`src/rtl/mssd_pkg.sv`:
```
// shared types, constants and the segment decoder for the seven-segment driver
`default_nettype none

package mssd_pkg;

    // display geometry
    localparam int DIGITS = 4;
    localparam int DIG_W  = (DIGITS > 1) ? $clog2(DIGITS) : 1;

    // field widths
    localparam int OP_W   = 3;
    localparam int POS_W  = 2;
    localparam int CHAR_W = 8;
    localparam int NUM_W  = 16;
    localparam int MAX_W  = 14;
    localparam int SEG_W  = 7;
    localparam int IDX_W  = 2;

    // decimal conversion: one shift per binary bit, four bcd digits
    localparam int BCD_DIGITS = 4;
    localparam int BCD_W      = 4 * BCD_DIGITS;
    localparam int STEPS      = MAX_W;
    localparam int STEP_W     = $clog2(STEPS);
    localparam int CNT_W      = 3;

    localparam logic [CHAR_W-1:0] CODE_BLANK = 8'h20;
    localparam logic [CHAR_W-1:0] CODE_ZERO  = 8'h30;
    localparam logic [MAX_W-1:0]  SHOW_LIMIT = 14'd9999;
    localparam logic [MAX_W-1:0]  MAX_RESET  = 14'd9999;

    // item operation codes
    typedef enum logic [OP_W-1:0] {
        OP_TICK       = 3'd0,
        OP_WRITE_CHAR = 3'd1,
        OP_WRITE_DOT  = 3'd2,
        OP_WRITE_NUM  = 3'd3,
        OP_CLEAR      = 3'd4
    } t_op;

    // controller states
    typedef enum logic [1:0] {
        S_IDLE,
        S_EXEC,
        S_CONV,
        S_STORE
    } t_state;

    // commands from controller to datapath
    typedef struct packed {
        logic latch;
        logic tick_load;
        logic write_char;
        logic write_dot;
        logic clear;
        logic sat_load;
        logic conv_step;
        logic num_store;
    } t_cmd;

    // status from datapath to controller
    typedef struct packed {
        t_op  op;
        logic out_free;
    } t_stat;

    // character code to segment pattern, bit0 a through bit6 g
    function automatic logic [SEG_W-1:0] decode_segments(input logic [CHAR_W-1:0] c);
        logic [3:0]       v_val;
        logic [SEG_W-1:0] v_seg;
        v_val = 4'hF;
        v_seg = 7'h00;
        if (c <= 8'd9) begin
            v_val = c[3:0];
        end else if (c >= 8'h30 && c <= 8'h39) begin
            v_val = c[3:0];
        end
        unique case (v_val)
            4'd0: v_seg = 7'h3F;
            4'd1: v_seg = 7'h06;
            4'd2: v_seg = 7'h5B;
            4'd3: v_seg = 7'h4F;
            4'd4: v_seg = 7'h66;
            4'd5: v_seg = 7'h6D;
            4'd6: v_seg = 7'h7D;
            4'd7: v_seg = 7'h07;
            4'd8: v_seg = 7'h7F;
            4'd9: v_seg = 7'h6F;
            default: begin
                unique case (c)
                    8'h41:   v_seg = 7'h77; // A
                    8'h43:   v_seg = 7'h39; // C
                    8'h45:   v_seg = 7'h79; // E
                    8'h46:   v_seg = 7'h71; // F
                    8'h48:   v_seg = 7'h76; // H
                    8'h4A:   v_seg = 7'h0E; // J
                    8'h4C:   v_seg = 7'h38; // L
                    8'h50:   v_seg = 7'h73; // P
                    8'h55:   v_seg = 7'h3E; // U
                    8'h2D:   v_seg = 7'h40; // dash
                    default: v_seg = 7'h00;
                endcase
            end
        endcase
        return v_seg;
    endfunction

endpackage

`default_nettype wire

```
`src/rtl/mssd_ctrl.sv`:
```
// controller state machine sequencing each accepted beat through the datapath
`default_nettype none

module mssd_ctrl (
    input  wire              i_clk,
    input  wire              i_rst_n,
    input  wire              i_in_valid,
    output logic             o_in_ready,
    input  mssd_pkg::t_stat  i_stat,
    output mssd_pkg::t_cmd   o_cmd
);

    mssd_pkg::t_state                 r_state, n_state;
    logic [mssd_pkg::STEP_W-1:0]      r_step, n_step;

    // state and step counter
    always_ff @(posedge i_clk) begin
        if (!i_rst_n) begin
            r_state <= mssd_pkg::S_IDLE;
            r_step  <= '0;
        end else begin
            r_state <= n_state;
            r_step  <= n_step;
        end
    end

    // next state and commands
    always_comb begin
        n_state    = r_state;
        n_step     = r_step;
        o_cmd      = '0;
        o_in_ready = 1'b0;
        unique case (r_state)
            mssd_pkg::S_IDLE: begin
                o_in_ready = 1'b1;
                if (i_in_valid) begin
                    o_cmd.latch = 1'b1;
                    n_state     = mssd_pkg::S_EXEC;
                end
            end
            mssd_pkg::S_EXEC: begin
                n_state = mssd_pkg::S_IDLE;
                unique case (i_stat.op)
                    mssd_pkg::OP_TICK: begin
                        // hold the tick until the output register can take it
                        if (i_stat.out_free) begin
                            o_cmd.tick_load = 1'b1;
                        end else begin
                            n_state = mssd_pkg::S_EXEC;
                        end
                    end
                    mssd_pkg::OP_WRITE_CHAR: o_cmd.write_char = 1'b1;
                    mssd_pkg::OP_WRITE_DOT:  o_cmd.write_dot  = 1'b1;
                    mssd_pkg::OP_CLEAR:      o_cmd.clear      = 1'b1;
                    mssd_pkg::OP_WRITE_NUM: begin
                        o_cmd.sat_load = 1'b1;
                        n_step         = '0;
                        n_state        = mssd_pkg::S_CONV;
                    end
                    default: n_state = mssd_pkg::S_IDLE;
                endcase
            end
            mssd_pkg::S_CONV: begin
                o_cmd.conv_step = 1'b1;
                n_step          = r_step + 1'b1;
                if (r_step == mssd_pkg::STEP_W'(mssd_pkg::STEPS - 1)) begin
                    n_state = mssd_pkg::S_STORE;
                end
            end
            mssd_pkg::S_STORE: begin
                o_cmd.num_store = 1'b1;
                n_state         = mssd_pkg::S_IDLE;
            end
            default: n_state = mssd_pkg::S_IDLE;
        endcase
    end

    // conversion never runs past the last binary bit
    a_step_range: assert property (@(posedge i_clk) disable iff (!i_rst_n)
        (r_state == mssd_pkg::S_CONV) |-> (r_step < mssd_pkg::STEP_W'(mssd_pkg::STEPS)))
        else $error("conversion step counter out of range");

    // a tick result is only loaded when the output register is free
    a_tick_free: assert property (@(posedge i_clk) disable iff (!i_rst_n)
        o_cmd.tick_load |-> i_stat.out_free)
        else $error("tick loaded over a pending result");

    // a number store must follow a conversion step
    a_store_after_conv: assert property (@(posedge i_clk) disable iff (!i_rst_n)
        o_cmd.num_store |-> $past(o_cmd.conv_step))
        else $error("number stored without conversion");

endmodule

`default_nettype wire

```
`src/rtl/mssd_dp.sv`:
```
// datapath: item latch, display stores, scan index, decimal converter, output register
`default_nettype none

module mssd_dp (
    input  wire                          i_clk,
    input  wire                          i_rst_n,
    input  mssd_pkg::t_cmd               i_cmd,
    output mssd_pkg::t_stat              o_stat,
    input  wire [mssd_pkg::OP_W-1:0]     i_op,
    input  wire [mssd_pkg::POS_W-1:0]    i_position,
    input  wire [mssd_pkg::CHAR_W-1:0]   i_character,
    input  wire                          i_dot_on,
    input  wire [mssd_pkg::NUM_W-1:0]    i_number,
    input  wire                          i_cfg_we,
    input  wire [mssd_pkg::MAX_W-1:0]    i_cfg_wdata,
    output logic                         o_out_valid,
    input  wire                          i_out_ready,
    output logic [mssd_pkg::IDX_W-1:0]   o_digit_index,
    output logic [mssd_pkg::SEG_W-1:0]   o_segments,
    output logic                         o_dot_lit
);

    // latched item
    mssd_pkg::t_op                       r_op;
    logic [mssd_pkg::POS_W-1:0]          r_pos;
    logic [mssd_pkg::CHAR_W-1:0]         r_char_in;
    logic                                r_dot_in;
    logic [mssd_pkg::NUM_W-1:0]          r_num;

    // stores and scan
    logic [mssd_pkg::CHAR_W-1:0]         r_chars [mssd_pkg::DIGITS];
    logic [mssd_pkg::DIGITS-1:0]         r_dots;
    logic [mssd_pkg::DIG_W-1:0]          r_scan;
    logic [mssd_pkg::MAX_W-1:0]          r_max;

    // converter
    logic [mssd_pkg::MAX_W-1:0]          r_bin;
    logic [mssd_pkg::BCD_W-1:0]          r_bcd;

    // output register
    logic                                r_out_valid;
    logic [mssd_pkg::IDX_W-1:0]          r_idx;
    logic [mssd_pkg::SEG_W-1:0]          r_seg;
    logic                                r_dot_out;

    logic [mssd_pkg::DIG_W-1:0]          w_next;
    logic [mssd_pkg::MAX_W-1:0]          w_limit;
    logic [mssd_pkg::MAX_W-1:0]          w_sat;
    logic [mssd_pkg::BCD_W-1:0]          w_bcd_adj;
    logic [mssd_pkg::CNT_W-1:0]          w_cnt;
    logic [mssd_pkg::CNT_W-1:0]          w_k   [mssd_pkg::DIGITS];
    logic [mssd_pkg::CNT_W-1:0]          w_sel [mssd_pkg::DIGITS];
    logic [mssd_pkg::DIGITS-1:0]         w_num_we;
    logic [3:0]                          w_num_dig [mssd_pkg::DIGITS];

    assign o_stat.op       = r_op;
    assign o_stat.out_free = !r_out_valid || i_out_ready;

    // next scan position, wrapping after the last digit
    assign w_next = (r_scan == mssd_pkg::DIG_W'(mssd_pkg::DIGITS - 1)) ? '0 : r_scan + 1'b1;

    // saturate to the register and to four decimal digits
    assign w_limit = (r_max > mssd_pkg::SHOW_LIMIT) ? mssd_pkg::SHOW_LIMIT : r_max;
    assign w_sat   = (r_num > {2'b00, w_limit}) ? w_limit : r_num[mssd_pkg::MAX_W-1:0];

    // add-three adjust of every bcd digit before the shift
    always_comb begin
        for (int d = 0; d < mssd_pkg::BCD_DIGITS; d++) begin
            w_bcd_adj[4*d +: 4] = (r_bcd[4*d +: 4] >= 4'd5) ?
                                  r_bcd[4*d +: 4] + 4'd3 : r_bcd[4*d +: 4];
        end
    end

    // significant digit count, at least one
    always_comb begin
        priority if (r_bcd[15:12] != 4'd0) w_cnt = 3'd4;
        else if (r_bcd[11:8] != 4'd0)      w_cnt = 3'd3;
        else if (r_bcd[7:4] != 4'd0)       w_cnt = 3'd2;
        else                               w_cnt = 3'd1;
    end

    // per-entry digit placement, most significant digit at the position
    always_comb begin
        for (int e = 0; e < mssd_pkg::DIGITS; e++) begin
            w_k[e]       = mssd_pkg::CNT_W'(e) - {1'b0, r_pos};
            w_sel[e]     = w_cnt - 3'd1 - w_k[e];
            w_num_we[e]  = ({1'b0, r_pos} <= mssd_pkg::CNT_W'(e)) && (w_k[e] < w_cnt);
            w_num_dig[e] = r_bcd[{w_sel[e][1:0], 2'b00} +: 4];
        end
    end

    // item latch on an accepted beat
    always_ff @(posedge i_clk) begin
        if (i_cmd.latch) begin
            r_op      <= mssd_pkg::t_op'(i_op);
            r_pos     <= i_position;
            r_char_in <= i_character;
            r_dot_in  <= i_dot_on;
            r_num     <= i_number;
        end
    end

    // configuration register
    always_ff @(posedge i_clk) begin
        if (!i_rst_n) begin
            r_max <= mssd_pkg::MAX_RESET;
        end else if (i_cfg_we) begin
            r_max <= i_cfg_wdata;
        end
    end

    // character and dot stores
    always_ff @(posedge i_clk) begin
        if (!i_rst_n) begin
            for (int e = 0; e < mssd_pkg::DIGITS; e++) begin
                r_chars[e] <= mssd_pkg::CODE_BLANK;
            end
            r_dots <= '0;
        end else if (i_cmd.clear) begin
            for (int e = 0; e < mssd_pkg::DIGITS; e++) begin
                r_chars[e] <= mssd_pkg::CODE_BLANK;
            end
            r_dots <= '0;
        end else begin
            for (int e = 0; e < mssd_pkg::DIGITS; e++) begin
                if (i_cmd.write_char && ({1'b0, r_pos} == mssd_pkg::CNT_W'(e))) begin
                    r_chars[e] <= r_char_in;
                end
                if (i_cmd.write_dot && ({1'b0, r_pos} == mssd_pkg::CNT_W'(e))) begin
                    r_dots[e] <= r_dot_in;
                end
                if (i_cmd.num_store && w_num_we[e]) begin
                    r_chars[e] <= mssd_pkg::CODE_ZERO | {4'h0, w_num_dig[e]};
                end
            end
        end
    end

    // shift-and-add-three binary to bcd converter
    always_ff @(posedge i_clk) begin
        if (i_cmd.sat_load) begin
            r_bin <= w_sat;
            r_bcd <= '0;
        end else if (i_cmd.conv_step) begin
            r_bin <= {r_bin[mssd_pkg::MAX_W-2:0], 1'b0};
            r_bcd <= {w_bcd_adj[mssd_pkg::BCD_W-2:0], r_bin[mssd_pkg::MAX_W-1]};
        end
    end

    // scan index and output register
    always_ff @(posedge i_clk) begin
        if (!i_rst_n) begin
            r_scan      <= '0;
            r_out_valid <= 1'b0;
        end else begin
            if (i_cmd.tick_load) begin
                r_scan      <= w_next;
                r_out_valid <= 1'b1;
            end else if (i_out_ready) begin
                r_out_valid <= 1'b0;
            end
        end
    end

    // result payload
    always_ff @(posedge i_clk) begin
        if (i_cmd.tick_load) begin
            r_idx     <= mssd_pkg::IDX_W'(w_next);
            r_seg     <= mssd_pkg::decode_segments(r_chars[w_next]);
            r_dot_out <= r_dots[w_next];
        end
    end

    assign o_out_valid   = r_out_valid;
    assign o_digit_index = r_idx;
    assign o_segments    = r_seg;
    assign o_dot_lit     = r_dot_out;

    // a loaded tick is presented on the next cycle with the new scan index
    a_tick_shows: assert property (@(posedge i_clk) disable iff (!i_rst_n)
        i_cmd.tick_load |=> (r_out_valid && (r_idx == mssd_pkg::IDX_W'(r_scan))))
        else $error("tick result not presented");

    // a freshly loaded converter value never exceeds four decimal digits
    a_sat_range: assert property (@(posedge i_clk) disable iff (!i_rst_n)
        $past(i_cmd.sat_load) |-> (r_bin <= mssd_pkg::SHOW_LIMIT))
        else $error("saturated value beyond display range");

    // the presented digit index is always a real digit
    a_idx_range: assert property (@(posedge i_clk) disable iff (!i_rst_n)
        r_out_valid |-> (r_idx <= mssd_pkg::IDX_W'(mssd_pkg::DIGITS - 1)))
        else $error("digit index beyond display");

endmodule

`default_nettype wire

```
`src/rtl/multiplexed_seven_segment_driver.sv`:
```
// top level of the multiplexed seven-segment display driver
//
//  channel   direction  handshake                     payload
//  in        input      i_in_valid / o_in_ready       op, position, character, dot_on, number
//  out       output     o_out_valid / i_out_ready     digit_index, segments, dot_lit
//  cfg       input      i_cfg_we                      max_value (i_cfg_wdata)
//
// each beat is taken in the idle state and run in the execute state; tick, character,
// dot and clear beats end there, and a number beat is saturated there and then goes
// through the 14-step shift-and-add-three converter and a store state
// a tick waits in the controller only while the output register still holds an untaken beat
// synchronous active-low reset: all characters blank, dots off, scan index 0, max 9999
`default_nettype none

module multiplexed_seven_segment_driver (
    input  wire                          i_clk,
    input  wire                          i_rst_n,
    input  wire                          i_in_valid,
    output logic                         o_in_ready,
    input  wire [mssd_pkg::OP_W-1:0]     i_op,
    input  wire [mssd_pkg::POS_W-1:0]    i_position,
    input  wire [mssd_pkg::CHAR_W-1:0]   i_character,
    input  wire                          i_dot_on,
    input  wire [mssd_pkg::NUM_W-1:0]    i_number,
    input  wire                          i_cfg_we,
    input  wire [mssd_pkg::MAX_W-1:0]    i_cfg_wdata,
    output logic                         o_out_valid,
    input  wire                          i_out_ready,
    output logic [mssd_pkg::IDX_W-1:0]   o_digit_index,
    output logic [mssd_pkg::SEG_W-1:0]   o_segments,
    output logic                         o_dot_lit
);

    mssd_pkg::t_cmd  w_cmd;
    mssd_pkg::t_stat w_stat;

    // sequencer
    mssd_ctrl u_ctrl (
        .i_clk      (i_clk),
        .i_rst_n    (i_rst_n),
        .i_in_valid (i_in_valid),
        .o_in_ready (o_in_ready),
        .i_stat     (w_stat),
        .o_cmd      (w_cmd)
    );

    // stores, converter and output register
    mssd_dp u_dp (
        .i_clk         (i_clk),
        .i_rst_n       (i_rst_n),
        .i_cmd         (w_cmd),
        .o_stat        (w_stat),
        .i_op          (i_op),
        .i_position    (i_position),
        .i_character   (i_character),
        .i_dot_on      (i_dot_on),
        .i_number      (i_number),
        .i_cfg_we      (i_cfg_we),
        .i_cfg_wdata   (i_cfg_wdata),
        .o_out_valid   (o_out_valid),
        .i_out_ready   (i_out_ready),
        .o_digit_index (o_digit_index),
        .o_segments    (o_segments),
        .o_dot_lit     (o_dot_lit)
    );

endmodule

`default_nettype wire
```
`config.mk`:
```
export PLATFORM = sky130hd
export DESIGN_NAME = multiplexed_seven_segment_driver
export DESIGN_NICKNAME = d
export VERILOG_FILES = /design/src/rtl/mssd_pkg.sv /design/src/rtl/mssd_ctrl.sv /design/src/rtl/mssd_dp.sv /design/src/rtl/multiplexed_seven_segment_driver.sv
export SDC_FILE = /design/constraint.sdc
export NUM_CORES = 1
export LEC_CHECK = 0
export BUFFER_PORTS_ARGS = -buffer_cell sky130_fd_sc_hd__buf_2
export CORE_MARGIN = 2
export CORE_UTILIZATION = 60
export DETAILED_ROUTE_END_ITERATION = 10
export PLACE_DENSITY = 0.92
export SLEW_MARGIN = 20
export SYNTH_ARGS = -nofsm -noshare
export SYNTH_HDL_FRONTEND = slang
export SYNTH_SLANG_ARGS = --single-unit
```
`constraint.sdc`:
```
create_clock -name i_clk -period 3.65 [get_ports i_clk]
set_input_delay 0.1825 -clock i_clk [delete_from_list [all_inputs] [get_ports i_clk]]
set_output_delay 0.1825 -clock i_clk [all_outputs]
set_load 0.02 [all_outputs]
```
==> impl_metrics.tcl <==
set metrics [dict create \
    cts_root_buffer "clkbuf_16" \
    fillers 680 \
    num_rows 39 \
    dpl_worst_slack_ns 0.3077 \
    antenna_found_initial 0 \
    antenna_cells 0 \
    cts-htree-levels 4 \
    drt-total-wl_mm 18.49 \
    drc 3 \
    ys_warn_count 0 \
    critical_path_class "reg -> reg" \
    avgSynthCellArea_um2 10.61 \
    seq_area_um2 3403 \
    areaGrowthSynthToFinish_pct 18.17 \
    hold_class "in -> reg" \
    drt-vias-per-instance 6.446 \
    synth_cells 675 \
    violations "DRC, setup timing" \
    die_h_um 113.2 \
    synth_nets 762 \
    io_buffers 60 \
    ios 61 \
    synthArstFlopShare 0 \
    multiInputGateArea_um2 3552 \
    synth_top_area_frac 0.3439 \
    p_int_w 0.002764 \
    fmax_mhz 272.5 \
    comb_power_share 0.117 \
    synthFlopType "edfxtp_1" \
    p_leak_nw 3.394 \
    setup_violations 1 \
    grt_max_degree 34 \
    grt_pass1_vias 6040 \
    slew_headroom 0.2789 \
    synth_edf_count 82 \
    core_area_um2 11520 \
    critical_path_arrival_ns 3.83 \
    dieArea_um2 12820 \
    ys_types 64 \
    endpoint_kind "register" \
    drt-initial-drc-count 726 \
    cts_buffers 17 \
    layout_setup_ws_ns -0.01924 \
    firstDrtPassIters 9 \
    synth_area_um2 7161 \
    drv_slew 0 \
    vias 5917 \
    ys_seq_elements 129 \
    skew_ns 0.009770 \
    irDropWorstVdd_v 0.0004386 \
    dpl.hpwl_mm 11.55 \
    yosysSeqAreaShare 0.4753 \
    drtAntennaViolNets 0 \
    cts.path.max_buffers 2 \
    fp.dieW_um 113.2 \
    pwr-share-seq 0.454 \
    gr-usage-all-layers 0.2941 \
    switching_share 0.2502 \
    cts_tree "built" \
    clock_latency_ns 0.43 \
    clk_pin_slew_ns 0.06 \
    start_util 0.6218 \
    fin_crit_sh 1.005 \
    clockPowerShare 0.429 \
    grt_pass1_wl_mm 29.39 \
    powerDensity_nw_per_um2 435.6 \
    cts.sinks 129 \
    cp_max_fo 26 \
    final_core_util 0.7348 \
    tightest_slew_ns 1.052 \
    gp_congestion 0.9542 \
    overflow 0 \
    min_period_ns 3.669 \
    synth_top_area_cell "edfxtp_1" \
    cp.required_ns 3.81 \
    drive_above_1_share 0.1458 \
    switchingPower_w 0.0009223 \
    hold_violations 0 \
    synthTopCellsByArea "edfxtp_1 34%, dfxtp_1 13%, mux2i_1 8.5%" \
    outcome "finished, violations left" \
    routedWlPerCell_um 20.14 \
    cp-start-kind "register" \
    drv_cap 0 \
    post_cts.repair.setup_buffers 0 \
    fin_nets 849 \
]
[cell usage in the layout, fill, tap and decap left out, types with 7 or more instances in the layout]
cell type / synthesis / routed
nand2b_1: 20 / 20
clkbuf_16: 0 / 17
mux2i_1: 61 / 61
ha_1: 38 / 38
inv_1: 20 / 20
a22o_1: 16 / 16
edfxtp_1: 82 / 82
a21oi_1: 36 / 36
nand3_1: 29 / 29
dfxtp_1: 47 / 47
o21ai_0: 24 / 24
nor2_1: 41 / 41
a21o_1: 12 / 12
buf_2: 4 / 60
and3_1: 11 / 11
nor2b_1: 13 / 13
xnor2_1: 15 / 15
dlygate4sd3_1: 0 / 37
o21ai_1: 7 / 7
nand2_1: 62 / 62
o211ai_1: 7 / 7
and2_1: 10 / 10
[cells in the mapped netlist, drive strengths merged, types with 11 or more instances]
master  count
edfxtp     82
mux2i      63
nand2      62
dfxtp      47
nor2       41
ha         38
a21oi      36
o21ai      31
nand3      29
clkbuf     22
inv        21
nand2b     20
xnor2      17
a22o       16
nor2b      13
a21o       12
and2       12
and3       11
buf        11
[final cells by class]
class | instances | share of cell area
Timing Repair Buffer | 101 | 0.08280
Clock buffer | 21 | 0.05441
Clock inverter | 11 | 0.01035
Tap cell | 143 | 0.02114
Multi-Input combinational cell | 492 | 0.4198
Sequential cell | 129 | 0.4022
Inverter | 21 | 0.009315
[power groups by stage]
stage	clock (W)	sequential, W	combinational (W)
2_1_floorplan	0	0.00168	0.000278
3_3_place_gp	0	0.00169	0.000339
3_5_place_dp	0	0.00170	0.000366
4_1_cts	0.00158	0.00167	0.000401
5_1_grt	0.00165	0.00168	0.000466
6_report	0.00158	0.00167	0.000432
[cell families (layout without fill, tap and decap cells)]
group | Yosys count | in the layout | synth area share
AOI/OAI and AO/OA | 140 | 140 | 0.1302
and+or+nand+nor | 224 | 224 | 0.1592
muxes | 69 | 69 | 0.1048
buffers and inverters | 54 | 154 | 0.03320
DFF | 129 | 129 | 0.4753
xor gates and xnor gates | 21 | 21 | 0.03093
adders and majority gates | 38 | 38 | 0.06640
[worst paths after layout]
path	start	end	slack, ns	depth (start not counted)
setup / recovery	u_dp.r_max[4]	u_dp.r_bin[5]	-0.02	11
hold / removal	i_cfg_wdata[6]	u_dp.r_max[6]	0.03	3
setup reg to reg	u_dp.r_max[4]	u_dp.r_bin[5]	-0.02	11
hold reg to reg	u_dp.r_dots[3]	u_dp.r_dots[3]	0.46	2
[state kept, by name, summed over array words and instances (netlist names), 3 cells and up, named ones only]
name,count
u_ctrl.r_step,4
u_dp.r_bcd,16
u_dp.r_chars,32
u_dp.r_char_in,8
u_dp.r_bin,14
u_dp.r_num,16
u_dp.r_dots,4
u_dp.r_op,3
u_dp.r_max,14
u_dp.o_segments,7
[worst max-delay path, cell delays in order (launching register included)]
cell	delay (ns)
dfxtp_1	0.36
nor4_2	0.40
nor2_1	0.20
o31a_1	0.38
nor2_1	0.21
ha_1	0.21
nand3_1	0.09
or4_1	0.50
or3_1	0.41
o31a_4	0.22
a31oi_1	0.28
a21oi_1	0.13
[timing repair]
| item | CTS | global route |
|---|---|---|
| gates resized for setup | 0 | 5 |
| hold buffers | 37 | 0 |
| setup endpoints to repair | 0 | 14 |
| endpoints found under the hold margin | 37 | 0 |
[per-layer routing]
| layer | GRT usage | vias to the layer above | wire (um) |
|---|---|---|---|
| li1 | - | 2645 | - |
| met2 | 0.5158 | 359 | 9476 |
| met5 | 0 | - | 0 |
| met1 | 0.3168 | 2794 | 6549 |
| met3 | 0.06588 | 119 | 1311 |
| met4 | 0.1976 | 0 | 1151 |
[metrics by stage]
stage          power (W)  TNS [ns]  cell area [um2]  std cells  hold WS, ns
5_1_grt         0.003789   -0.2031             8462        918      0.04179
6_report        0.003686  -0.01924             8462        918      0.02850
3_5_place_dp    0.002061         0             7511        849       0.3606
2_1_floorplan   0.001953         0             7161        675       0.2814
3_3_place_gp    0.002029         0             7511        849       0.3584
4_1_cts         0.003649         0             8429        918      0.01151
(Power assumes the default switching activity.)
